===== config.mk =====
export PLATFORM = sky130hd
export DESIGN_NAME = sliding_window_rate_limiter
export DESIGN_NICKNAME = d
export VERILOG_FILES = /design/src/sv/swrl_pkg.sv /design/src/sv/swrl_window.sv /design/src/sv/swrl_match.sv /design/src/sv/sliding_window_rate_limiter.sv
export SDC_FILE = /design/constraint.sdc
export NUM_CORES = 1
export LEC_CHECK = 0
export ABC_AREA = 1
export BUFFER_PORTS_ARGS = -buffer_cell sky130_fd_sc_hd__clkbuf_2
export CELL_PAD_IN_SITES_DETAIL_PLACEMENT = 1
export CELL_PAD_IN_SITES_GLOBAL_PLACEMENT = 2
export CORE_MARGIN = 2
export CORE_UTILIZATION = 44
export DETAILED_ROUTE_END_ITERATION = 16
export PLACE_DENSITY_LB_ADDON = 0.1
export SYNTH_ARGS = -nofsm -noshare
export SYNTH_HDL_FRONTEND = slang
export SYNTH_SLANG_ARGS = --single-unit
export TNS_END_PERCENT = 20

===== constraint.sdc =====
create_clock -name clk -period 20.3 [get_ports clk]
set_input_delay 4.06 -clock clk [delete_from_list [all_inputs] [get_ports clk]]
set_output_delay 4.06 -clock clk [all_outputs]
set_load 0.005 [all_outputs]

===== src/sv/swrl_pkg.sv =====
`timescale 1ns / 1ps

package swrl_pkg;

    // Field widths of the event and result transactions.
    localparam int SRC_W        = 16;
    localparam int TS_W         = 32;
    localparam int INTERVAL_W   = 20;
    localparam int MATCH_OUT_W  = 3;

    // Packed stream widths, padded to whole bytes.
    localparam int IN_TDATA_W   = 48;
    localparam int OUT_TDATA_W  = 8;

    // Bit positions inside the stream words.
    localparam int IN_SRC_LSB   = 0;
    localparam int IN_TS_LSB    = SRC_W;
    localparam int OUT_ALLOW_BIT = 0;
    localparam int OUT_MATCH_LSB = 1;

    // Reset value of the minimum interval register.
    localparam logic [INTERVAL_W-1:0] MIN_INTERVAL_RESET = INTERVAL_W'(100000);

    typedef logic [SRC_W-1:0]      source_t;
    typedef logic [TS_W-1:0]       stamp_t;
    typedef logic [INTERVAL_W-1:0] interval_t;

endpackage


===== src/sv/swrl_window.sv =====
`timescale 1ns / 1ps

module swrl_window #(
    parameter int WINDOW_ENTRIES = 6
) (
    input  logic              clk,
    input  logic              rst_n,
    input  logic              wr_en,
    input  swrl_pkg::source_t wr_source,
    input  swrl_pkg::stamp_t  wr_time,
    output swrl_pkg::source_t entry_source [WINDOW_ENTRIES],
    output swrl_pkg::stamp_t  entry_time   [WINDOW_ENTRIES],
    output logic [WINDOW_ENTRIES-1:0] entry_valid
);
    import swrl_pkg::*;

    localparam int PTR_W = (WINDOW_ENTRIES > 1) ? $clog2(WINDOW_ENTRIES) : 1;
    localparam logic [PTR_W-1:0] LAST_SLOT = PTR_W'(WINDOW_ENTRIES - 1);

    logic [PTR_W-1:0]          write_ptr_reg;
    logic [PTR_W-1:0]          write_ptr_next;
    logic [WINDOW_ENTRIES-1:0] entry_valid_reg;
    logic [WINDOW_ENTRIES-1:0] entry_valid_next;
    source_t                   entry_source_reg [WINDOW_ENTRIES];
    stamp_t                    entry_time_reg   [WINDOW_ENTRIES];

    // The pointer walks the ring and wraps after the last slot.
    always_comb
    begin
        write_ptr_next   = write_ptr_reg;
        entry_valid_next = entry_valid_reg;
        if (wr_en)
        begin
            write_ptr_next = (write_ptr_reg == LAST_SLOT) ? '0 : write_ptr_reg + 1'b1;
            entry_valid_next[write_ptr_reg] = 1'b1;
        end
    end

    always_ff @(posedge clk or negedge rst_n)
    begin
        if (!rst_n)
        begin
            write_ptr_reg   <= '0;
            entry_valid_reg <= '0;
        end
        else
        begin
            write_ptr_reg   <= write_ptr_next;
            entry_valid_reg <= entry_valid_next;
        end
    end

    // The new event overwrites the oldest slot; invalid slots are never matched.
    always_ff @(posedge clk)
    begin
        if (wr_en)
        begin
            entry_source_reg[write_ptr_reg] <= wr_source;
            entry_time_reg[write_ptr_reg]   <= wr_time;
        end
    end

    assign entry_source = entry_source_reg;
    assign entry_time   = entry_time_reg;
    assign entry_valid  = entry_valid_reg;

endmodule


===== src/sv/swrl_match.sv =====
`timescale 1ns / 1ps

module swrl_match #(
    parameter int WINDOW_ENTRIES = 6
) (
    input  swrl_pkg::source_t   source_id,
    input  swrl_pkg::stamp_t    timestamp,
    input  swrl_pkg::interval_t min_interval,
    input  swrl_pkg::source_t   entry_source [WINDOW_ENTRIES],
    input  swrl_pkg::stamp_t    entry_time   [WINDOW_ENTRIES],
    input  logic [WINDOW_ENTRIES-1:0] entry_valid,
    output logic                allowed,
    output logic [swrl_pkg::MATCH_OUT_W-1:0] match_count
);
    import swrl_pkg::*;

    localparam int CNT_W  = $clog2(WINDOW_ENTRIES + 1);
    localparam int PROD_W = CNT_W + INTERVAL_W;
    localparam int CMP_W  = CNT_W + TS_W;

    logic [WINDOW_ENTRIES-1:0] hit;
    stamp_t                    age [WINDOW_ENTRIES];
    logic [CNT_W-1:0]          count;
    stamp_t                    oldest_age;
    logic [PROD_W-1:0]         budget;
    logic [CNT_W+MATCH_OUT_W-1:0] count_ext;

    // Per-slot compare and wrapped age against the current time.
    always_comb
    begin
        for (int i = 0; i < WINDOW_ENTRIES; i++)
        begin
            hit[i] = entry_valid[i] && (entry_source[i] == source_id);
            age[i] = timestamp - entry_time[i];
        end
    end

    // Count the matching slots and keep the largest age among them.
    always_comb
    begin
        count      = '0;
        oldest_age = '0;
        for (int i = 0; i < WINDOW_ENTRIES; i++)
        begin
            if (hit[i])
            begin
                count = count + 1'b1;
                if (age[i] > oldest_age)
                begin
                    oldest_age = age[i];
                end
            end
        end
    end

    // Deny when (count - 1) intervals do not fit into the span of the window.
    always_comb
    begin
        budget  = PROD_W'(count - 1'b1) * PROD_W'(min_interval);
        allowed = (count <= CNT_W'(1)) ||
                  !(CMP_W'(budget) > CMP_W'(oldest_age));
    end

    assign count_ext   = {{MATCH_OUT_W{1'b0}}, count};
    assign match_count = count_ext[MATCH_OUT_W-1:0];

endmodule


===== src/sv/sliding_window_rate_limiter.sv =====
`timescale 1ns / 1ps

// Per-source event flood limiter. Each event transaction carries a source id
// and a timestamp; the block stores it in a ring of the last WINDOW_ENTRIES
// events, overwriting the oldest, then counts the stored events of the same
// source (this one included) and takes the oldest of their timestamps. With
// one match the event is allowed; otherwise it is denied when (count - 1) times
// min_interval exceeds the wrapped age of the oldest match. One result follows
// each event. A new event is accepted in every cycle unless the output stalls:
// the ring is updated at the accepting edge, and the compare over all slots,
// the multiply and the decision sit between the event register and the result
// register. The window is empty after reset. The user must write min_interval
// via cfg_wen/cfg_wdata while no event is in flight; the block does not check.

module sliding_window_rate_limiter #(
    parameter int WINDOW_ENTRIES = 6
) (
    input  logic clk,
    input  logic rst_n,

    // Configuration.
    input  logic                            cfg_wen,
    input  logic [swrl_pkg::INTERVAL_W-1:0] cfg_wdata,   // min_interval

    // Event stream.
    input  logic                            s_axis_tvalid,
    output logic                            s_axis_tready,
    input  logic [swrl_pkg::IN_TDATA_W-1:0] s_axis_tdata, // source_id[15:0], timestamp[47:16]

    // Result stream.
    output logic                             m_axis_tvalid,
    input  logic                             m_axis_tready,
    output logic [swrl_pkg::OUT_TDATA_W-1:0] m_axis_tdata // allowed[0], match_count[3:1], zero[7:4]
);
    import swrl_pkg::*;

    interval_t min_interval_reg;
    logic      stage_valid_reg;
    source_t   stage_source_reg;
    stamp_t    stage_time_reg;
    logic      out_valid_reg;
    logic      out_allowed_reg;
    logic [MATCH_OUT_W-1:0] out_match_reg;

    logic      in_fire;
    logic      stage_adv;
    source_t   in_source;
    stamp_t    in_time;
    source_t   entry_source [WINDOW_ENTRIES];
    stamp_t    entry_time   [WINDOW_ENTRIES];
    logic [WINDOW_ENTRIES-1:0] entry_valid;
    logic      allowed_next;
    logic [MATCH_OUT_W-1:0] match_next;

    // Handshake: the event stage moves on whenever the result register is empty or being read out.
    assign stage_adv     = !out_valid_reg || m_axis_tready;
    assign s_axis_tready = !stage_valid_reg || stage_adv;
    assign in_fire       = s_axis_tvalid && s_axis_tready;

    assign in_source = s_axis_tdata[IN_SRC_LSB +: SRC_W];
    assign in_time   = s_axis_tdata[IN_TS_LSB +: TS_W];

    // Configuration register.
    always_ff @(posedge clk or negedge rst_n)
    begin
        if (!rst_n)
        begin
            min_interval_reg <= MIN_INTERVAL_RESET;
        end
        else if (cfg_wen)
        begin
            min_interval_reg <= cfg_wdata;
        end
    end

    // Ring of recent events, written at the accepting edge.
    swrl_window #(
        .WINDOW_ENTRIES (WINDOW_ENTRIES)
    ) u_window (
        .clk          (clk),
        .rst_n        (rst_n),
        .wr_en        (in_fire),
        .wr_source    (in_source),
        .wr_time      (in_time),
        .entry_source (entry_source),
        .entry_time   (entry_time),
        .entry_valid  (entry_valid)
    );

    // Event register.
    always_ff @(posedge clk or negedge rst_n)
    begin
        if (!rst_n)
        begin
            stage_valid_reg <= 1'b0;
        end
        else if (s_axis_tready)
        begin
            stage_valid_reg <= s_axis_tvalid;
        end
    end

    always_ff @(posedge clk)
    begin
        if (in_fire)
        begin
            stage_source_reg <= in_source;
            stage_time_reg   <= in_time;
        end
    end

    // Window match and rate decision for the registered event.
    swrl_match #(
        .WINDOW_ENTRIES (WINDOW_ENTRIES)
    ) u_match (
        .source_id    (stage_source_reg),
        .timestamp    (stage_time_reg),
        .min_interval (min_interval_reg),
        .entry_source (entry_source),
        .entry_time   (entry_time),
        .entry_valid  (entry_valid),
        .allowed      (allowed_next),
        .match_count  (match_next)
    );

    // Result register.
    always_ff @(posedge clk or negedge rst_n)
    begin
        if (!rst_n)
        begin
            out_valid_reg <= 1'b0;
        end
        else if (stage_adv)
        begin
            out_valid_reg <= stage_valid_reg;
        end
    end

    always_ff @(posedge clk)
    begin
        if (stage_adv && stage_valid_reg)
        begin
            out_allowed_reg <= allowed_next;
            out_match_reg   <= match_next;
        end
    end

    assign m_axis_tvalid = out_valid_reg;
    assign m_axis_tdata  = {{(OUT_TDATA_W - MATCH_OUT_W - 1){1'b0}},
                            out_match_reg, out_allowed_reg};

endmodule

# After elaboration in Yosys (flattened, before gate mapping)
# Index checks and enable logic that the tools add are counted.
[totals]
regBits = 371
inputBits = 73
out_inout_bits = 10
wordCells = 99
[op_classes]
addsub = 13
multipliers = 1
magnitude_cmp = 12
n_eq_ne = 7
n_mux = 27
n_bitwise = 2
n_reduce_logical = 16
[ops]
columns = ["operator", "n"]
rows = [
  ["$mux 32", 13],
  ["$bwmux 192", 1],
  ["$sub 32x32->32", 6],
  ["$gt 32x32->1", 5],
  ["$bwmux 96", 1],
  ["$demux 32 s3", 1],
  ["$eq 16x16->1", 6],
  ["$demux 16 s3", 1],
  ["$gt 23x32->1", 1],
  ["$gt 32x1->1 const B", 1],
  ["$mul 23x20->23", 1],
  ["$mux 3", 6],
  ["$mux 16", 1],
  ["$add 3x1->3 const B", 5],
  ["$logic_and 1x1->1", 10],
  ["$or 6x6->6", 1],
  ["$ge 4x4->1 const B", 1],
  ["$lt 3x4->1 const B", 1],
  ["$lt 4x1->1 const B", 1],
  ["$not 3->4", 1],
  ["$sub 3x1->4 const B", 1],
  ["$demux 1 s3", 1],
  ["$eq 3x3->1 const B", 1],
  ["$ge 3x1->1 const B", 1],
  ["other kinds (5)", 10],
]

# Logic depth before layout (Yosys ltp)
# Gate-level depths: netlist of the first run.
[depth]
depth_word = 22
mapped_depth = 115
depth_no_buf = 108

# By module
# Synthesis of the first run repeated with hierarchy kept, for this count alone.
[unflattened]
hier_cells = 4012
hier_area_um2 = 32786.4
[modules_own_cells]
columns = ["mod", "instances", "cells_each", "area_per_inst_um2", "seq_area_each_um2"]
rows = [
  ["swrl_match", 1, 3524, 21281.7, 0.0],
  ["swrl_window", 1, 334, 9033.7, 8873.5],
  ["sliding_window_rate_limiter", 1, 154, 2471.1, 2119.5],
]

# Worst setup path after synthesis of the first run
# OpenSTA, ideal clock, no wires.
[synth_timing]
path_kind = "register to register"
startpoint = "register stage_time_reg[1]"
endpoint = "register out_allowed_reg (data pin)"
setup_ns = 0.260
arrival_ns = 13.564
required_ns = 20.040
slack_ns = 6.476
stages_incl_launch_ff = 102
n_path_buf = 8
period_less_slack_ns = 13.824
path_cell_list = "edfxtp_1 > inv_1 > fa_1 > inv_1 > nand3_1 > nand2_1 > a21oi_4 > o21ai_4 > nand3_2 > nand2_2 > nand2_1 > nand2_2 > xor2_1 > nor2_1 > nand3_1 > nor3_4 > nand4_4 > nand2_4 > [66 not listed] > nand2_1 > inv_1 > clkbuf_1 > a21oi_1 > ha_1 > nand2_1 > inv_1 > nand3_1 > nor3_1 > nand2_1 > o2111ai_1 > a21oi_1 > o21ai_0 > a21oi_1 > a311oi_1 > nand2_1 > nor2_1 > nand3_1"
[synth_between]
elab_chain_len = 22
word_cells_on_any_way = 27
classes_between = "add/sub: 6; order compare: 7; mux: 12; reduce/logical: 2"
[synth_lines]
columns = ["element", "line_no", "rtl"]
rows = [
  ["start, declared", "sliding_window_rate_limiter.sv:40", "stamp_t stage_time_reg;"],
  ["start signal, assigned", "sliding_window_rate_limiter.sv:108", "stage_time_reg <= in_time;"],
  ["$sub 32x32->32", "swrl_match.sv:34", "age[i] = timestamp - entry_time[i];"],
  ["$gt 32x1->1", "swrl_match.sv:48", "if (age[i] > oldest_age)"],
  ["$mux 32", "swrl_match.sv:48", ""],
  ["$mux 32", "swrl_match.sv:45", "if (hit[i])"],
  ["$gt 32x32->1", "swrl_match.sv:48", ""],
  ["$mux 32", "swrl_match.sv:48", ""],
  ["$mux 32", "swrl_match.sv:45", ""],
  ["$gt 32x32->1", "swrl_match.sv:48", ""],
  ["[7 not listed]", "--", ""],
  ["$mux 32", "swrl_match.sv:45", ""],
  ["$gt 32x32->1", "swrl_match.sv:48", ""],
  ["$mux 32", "swrl_match.sv:48", ""],
  ["$mux 32 (*)", "swrl_match.sv:45", ""],
  ["$gt 23x32->1 (*)", "swrl_match.sv:61", "!(CMP_W'(budget) > CMP_W'(oldest_age));"],
  ["$logic_not 1->1 (*)", "swrl_match.sv:61", ""],
  ["$logic_or 1x1->1 (*)", "swrl_match.sv:60", "allowed = (count <= CNT_W'(1)) ||"],
  ["named net allowed_next", "sliding_window_rate_limiter.sv:52", "logic allowed_next;"],
  ["end signal, assigned", "sliding_window_rate_limiter.sv:143", "out_allowed_reg <= allowed_next;"],
  ["end, declared", "sliding_window_rate_limiter.sv:42", "logic out_allowed_reg;"],
]
# Mark *: on every way through the listed nets, which the timed path passes. The rest lies on a longest branch.
# A chain may end at the register's enable or synchronous reset.

# Final worst setup path of the first run
[layout_timing]
startpoint = "register stage_time_reg[2]"
endpoint = "register out_allowed_reg (data pin)"
# Same word-level chain as after synthesis.

==> results.toml, run 1 <==
[placed_design]
pre_cts_ws_ns = 1.15
hpwl_microns = 96100
port_buffers = 78
place_congestion = 0.914

[status]
status = "completed"

[cts]
cts_tree = "done"
root_buffer = "clkbuf_16"
numCtsBuffers = 45
path_clk_slew_ns = 0.06
holdBufCountCts = 0
clock-sinks = 371
ctsHtreeMaxLevel = 2
cts_buffer_depth = 3
clock_latency_ns = 0.63

[synth]
synth-async-reset-ratio = 0.0836
ys_seq_elements = 371
ys_types = 70
syn_avg_cell_area_sq_um = 8.42
seq_area_frac_synth = 0.313
yosys_warnings = 0
syn_inst = 4169
synth_ff_type = "edfxtp_1"
synth_area_sq_mm = 0.0351
synth-edff-count = 340

[grt]
antenna_found_initial = 4
gr-total-overflow = 0
grt_pass1_vias = 29834
grt_usage = 0.281
grt_max_degree = 50
grt_first_pass_wirelength_microns = 176000

[layout]
layout_common_cells = "nand2_1, inv_1, ha_1, edfxtp_1, a21oi_1"
fin_util = 0.483
multiInputGateArea_sq_mm = 0.0210
syn_to_final_growth_pct = 8.74
drive_gt1_frac = 0.0820
largest_register_ffs = 192
layout_commonest_cell = "nand2_1"
layout.nets = 4911
fillers = 9447
seqCellArea_sq_mm = 0.0110

[sta]
hold_violations = 0
setup_viol_count_final = 0
worst_pin_slew_ns = 0.965
whs_ns = 0.483
rsz0062_at_grt = "false"
skew_ns = 0.0275
period_minus_slack_ns = 18.35
setup_tns_ns = 0
period_share = 0.904
drv_slew = 0
worst_slack_ns = 1.95
fmax_mhz = 54.5
slew_headroom = 0.357

[worst_hold_path]
min_from = "stage_valid_reg"
hp-class = "flop to flop"

[floorplan]
io_pins = 83
core.rowCount = 103
die-height_microns = 287
core_region_area_sq_mm = 0.0790
die_w_microns = 287
initial_core_util = 0.445
die-area_sq_mm = 0.0821

[detailed_routing]
routed-via-count = 28951
wl_per_cell_microns = 21.5
wl_microns = 115000
dr.pass1.iters = 5
antenna_left = 0
initialDrtViolationCount = 1761
drcViolationCount = 0
vias_per_cell = 5.42

[worst_setup_path]
cp_max_fo = 39
start_kind = "flop"
criticalPathCategory = "flop to flop"
cp.arrival_ns = 18.71
slowest_delay_ns = 0.59
cp_data_required_time_ns = 20.66
timing.rr.start = "stage_time_reg[2]"
end_kind = "flop"
crit_top_cell = "nand2_1"
timing.critical_path.slowest_stage_cell = "edfxtp_1"
crit_start = "stage_time_reg[2]"

[job]
maxCapViolations = 0
[synthesized netlist by cell type (5+ instances only)]
master	count	area share
clkbuf_1	14	0.0015
nor4_1	43	0.0077
inv_1	735	0.079
nor3b_1	6	0.0013
xor2_1	161	0.040
a21oi_2	12	0.0030
dfrtp_1	25	0.018
ha_1	447	0.16
nand4_1	66	0.012
o221ai_1	6	0.0015
nand3b_1	6	0.0013
nand2_4	5	0.0016
nand3_2	10	0.0028
or2_2	44	0.0078
a21oi_1	298	0.042
o21ai_1	44	0.0063
buf_2	25	0.0036
nor2_1	285	0.030
dfstp_2	6	0.0045
a21o_1	10	0.0021
mux2i_1	6	0.0017
o21ai_0	146	0.021
o21ai_2	29	0.0072
edfxtp_1	340	0.29
a21boi_1	13	0.0028
mux2i_4	8	0.0051
o21bai_1	10	0.0021
a211oi_1	10	0.0021
o2111ai_1	6	0.0015
a31oi_1	18	0.0032
or2_1	6	0.0011
nand2_2	28	0.0050
inv_2	23	0.0025
a21boi_0	7	0.0015
xnor2_1	88	0.022
fa_1	130	0.074
o21a_1	8	0.0017
o211ai_1	8	0.0017
nand2_1	774	0.083
buf_4	12	0.0026
a221oi_1	12	0.0030
nand3_1	136	0.019
nor3_1	49	0.0070
[stage by stage]
step	instances	area (sq um)
final	5345	38200
after global routing	5344	38200
after CTS	5337	38100
after detailed placement	5257	36700
after global placement	5257	36700
after floorplan	4172	35100
[layout make-up]
type                       instances  share of cell area
sequential                       371               0.288
timing repair buffer              99              0.0143
multi-input combinational       2981               0.550
antenna                            1           0.0000655
clock inverter                    31             0.00822
tap                             1050              0.0344
clock buffer                      49              0.0299
inverter                         763              0.0752
[worst max-delay path: cells and delay by family (launching register included)]
| kind | cells | cell delay, ns |
|---|---|---|
| buf+inv | 12 | 3.35 |
| xor+xnor | 1 | 0.43 |
| simple gates | 52 | 8.53 |
| fa+ha+maj | 7 | 2.37 |
| flops | 1 | 0.59 |
| compound gates | 16 | 2.36 |
| mux | 1 | 0.41 |
[repair_timing]
| item | 4_1_cts | 5_1_grt |
|---|---|---|
| buffers inserted | 0 | 7 |
| setup endpoints to repair | 0 | 1 |
| resized for setup | 0 | 3 |
| endpoints found under the hold margin | 0 | 0 |
[per-layer routing]
metal,GRT usage,vias up,wire [microns]
met2,0.454,572,52200
met4,0.0622,0,2420
met5,0,-,0
li1,-,14031,-
met3,0.0256,137,4830
met1,0.408,14211,55200
[final timing paths]
| kind | cells after the start | to | slack, ns |
|---|---|---|---|
| setup / recovery | 89 | out_allowed_reg | 1.95 |
| hold reg to reg | 2 | m_axis_tvalid | 0.48 |
| min in group asynchronous | 1 | min_interval_reg[11] | 3.54 |
| hold / removal | 2 | m_axis_tvalid | 0.48 |
| max in group asynchronous | 1 | u_window.entry_valid[1] | 16.21 |
| setup reg to reg | 89 | out_allowed_reg | 1.95 |
[cell families after synthesis]
kind of cell	after synthesis	share of synthesized area
AO/OA/AOI/OAI	660	0.109
buffers and inverters	820	0.0906
multiplexers	15	0.00723
other	1	0.000107
flip-flops	371	0.313
XOR/XNOR	250	0.0626
AND/OR/NAND/NOR	1475	0.184
adder cells (fa/ha/maj)	577	0.233
Power of run 1 is left out: the tool's default activity adds up to more than one toggle a clock period on the data nets, which glitch-free logic cannot reach.
==> run 2, diff against run 1 <==
Settings changed: GPL_TIMING_DRIVEN from default to 0.
==> run 2 against run 1 <==
  * Design area up 1.1%
  * Count of clock-buffer cells in the layout up 5
  * Maximum frequency down 3.3%
  * Largest cell class unchanged
  * Highest routed layer unchanged
==> results.toml, run 2 (synthesized netlist as in run 1, its figures left out) <==
[worst_setup_path]
rrSetupSlack_ns = 1.33
end_kind = "flop"
slowest_delay_ns = 0.68
cp_data_required_time_ns = 20.54
timing.critical_path.slowest_stage_cell = "nor4_1"
timing.rr.start = "stage_time_reg[0]"
start_kind = "flop"
cp.arrival_ns = 19.21
crit_top_cell = "nand2_1"
r2r_cells = 95
cp_max_fo = 10
r2r-end = "out_allowed_reg"
criticalPathCategory = "flop to flop"

[layout]
syn_to_final_growth_pct = 9.99
largest_register_ffs = 192
layout_common_cells = "nand2_1, inv_1, ha_1, edfxtp_1, a21oi_1"
fin_util = 0.489
final_area_sq_mm = 0.0386
layout.nets = 4966
layout_commonest_cell = "nand2_1"
drive_gt1_frac = 0.0891

[sta]
hold_violations = 0
slew_headroom = 0.300
worst_pin_slew_ns = 1.04
rsz0062_at_grt = "false"
worst_slack_ns = 1.33
setup_viol_count_final = 0
setup_tns_ns = 0
period_minus_slack_ns = 18.97
skew_ns = 0.0309
period_share = 0.934
fmax_mhz = 52.7
drv_slew = 0

[worst_hold_path]
min_from = "stage_valid_reg"
holdPathEnd = "m_axis_tvalid"
hp-class = "flop to flop"
holdPathStages = 2

[floorplan]
core.rowCount = 103
initial_core_util = 0.445
die-area_sq_mm = 0.0821
core_region_area_sq_mm = 0.0790
io_pins = 83
die_w_microns = 287
die-height_microns = 287

[cts]
clock-sinks = 371
ctsHtreeMaxLevel = 2
holdBufCountCts = 0
clock_latency_ns = 0.59
cts_tree = "done"
cts_buffer_depth = 3
path_clk_slew_ns = 0.06
numCtsBuffers = 46
root_buffer = "clkbuf_16"

[detailed_routing]
vias_per_cell = 5.34
drcViolationCount = 0
wl_microns = 112000
routed-via-count = 28888
wl_per_cell_microns = 20.7
initialDrtViolationCount = 1442
antenna_left = 0
dr.pass1.iters = 5

[grt]
gr-total-overflow = 0
grt_usage = 0.273
antenna_found_initial = 3
grt_pass1_vias = 30110
grt_max_degree = 33
grt_first_pass_wirelength_microns = 172000

[status]
status = "completed"

[placed_design]
hpwl_microns = 94900
place_congestion = 0.909
placed_area_sq_mm = 0.0371
pre_cts_ws_ns = 0.528
port_buffers = 77

[job]
maxCapViolations = 0
## run 2: changes by cell type in the layout (fill, tap and decap cells not counted), sizes merged
cell      delta
clkbuf      +20
inv          +4
diode        +2
clkinvlp     -3
buf         +39
## run 2: worst max-delay path by stage
stage / start / to / slack (ns) / cells after the start
after CTS: stage_time_reg[1] / out_allowed_reg / 0.53 / 95
after floorplan: stage_time_reg[1] / out_allowed_reg / 6.48 / 101
after detailed placement: stage_time_reg[1] / out_allowed_reg / 0.53 / 98
after global routing: stage_time_reg[0] / out_allowed_reg / 0.02 / 98
after global placement: stage_time_reg[1] / out_allowed_reg / 0.60 / 96
final: stage_time_reg[0] / out_allowed_reg / 1.33 / 95
## run 2: metrics by stage
step	cells	hold slack [ns]
2_1_floorplan	4172	0.447
3_3_place_gp	5299	0.458
3_5_place_dp	5311	0.480
4_1_cts	5397	0.493
5_1_grt	5404	0.521
6_report	5407	0.490
## run 2: layer usage
metal	wire [microns]	global-route usage	part of all wire
met4	2190	0.0580	0.020
met5	0	0	0
met3	4250	0.0234	0.038
met1	53800	0.391	0.48
met2	51600	0.451	0.46
## run 2: cell type report
class / count / area, sq um
Antenna cell: 3 / 7.51
Buffer: 57 / 317
Clock buffer: 54 / 1180
Clock inverter: 32 / 314
Fill cell: 9526 / 40400
Inverter: 763 / 2870
Multi-Input combinational cell: 2981 / 21000
Sequential cell: 371 / 11000
Tap cell: 1050 / 1310
Timing Repair Buffer: 96 / 629
## run 2: what timing repair did
| action | CTS | global route |
|---|---|---|
| setup buffers | 0 | 7 |
| setup endpoints to repair | 0 | 1 |
| gates resized for setup | 0 | 4 |
| hold endpoints to repair | 0 | 0 |
## run 2: worst max-delay path: cells and delay by family, from the launching register on
| kind | cells | cell delay, ns |
|---|---|---|
| AOI/OAI and AO/OA | 19 | 2.97 |
| xor gates and xnor gates | 1 | 0.43 |
| and+or+nand+nor | 45 | 7.46 |
| buffers and inverters | 20 | 4.17 |
| muxes | 2 | 0.75 |
| adders and majority gates | 8 | 2.41 |
| DFF | 1 | 0.33 |
Power of run 2 is left out for the same reason.
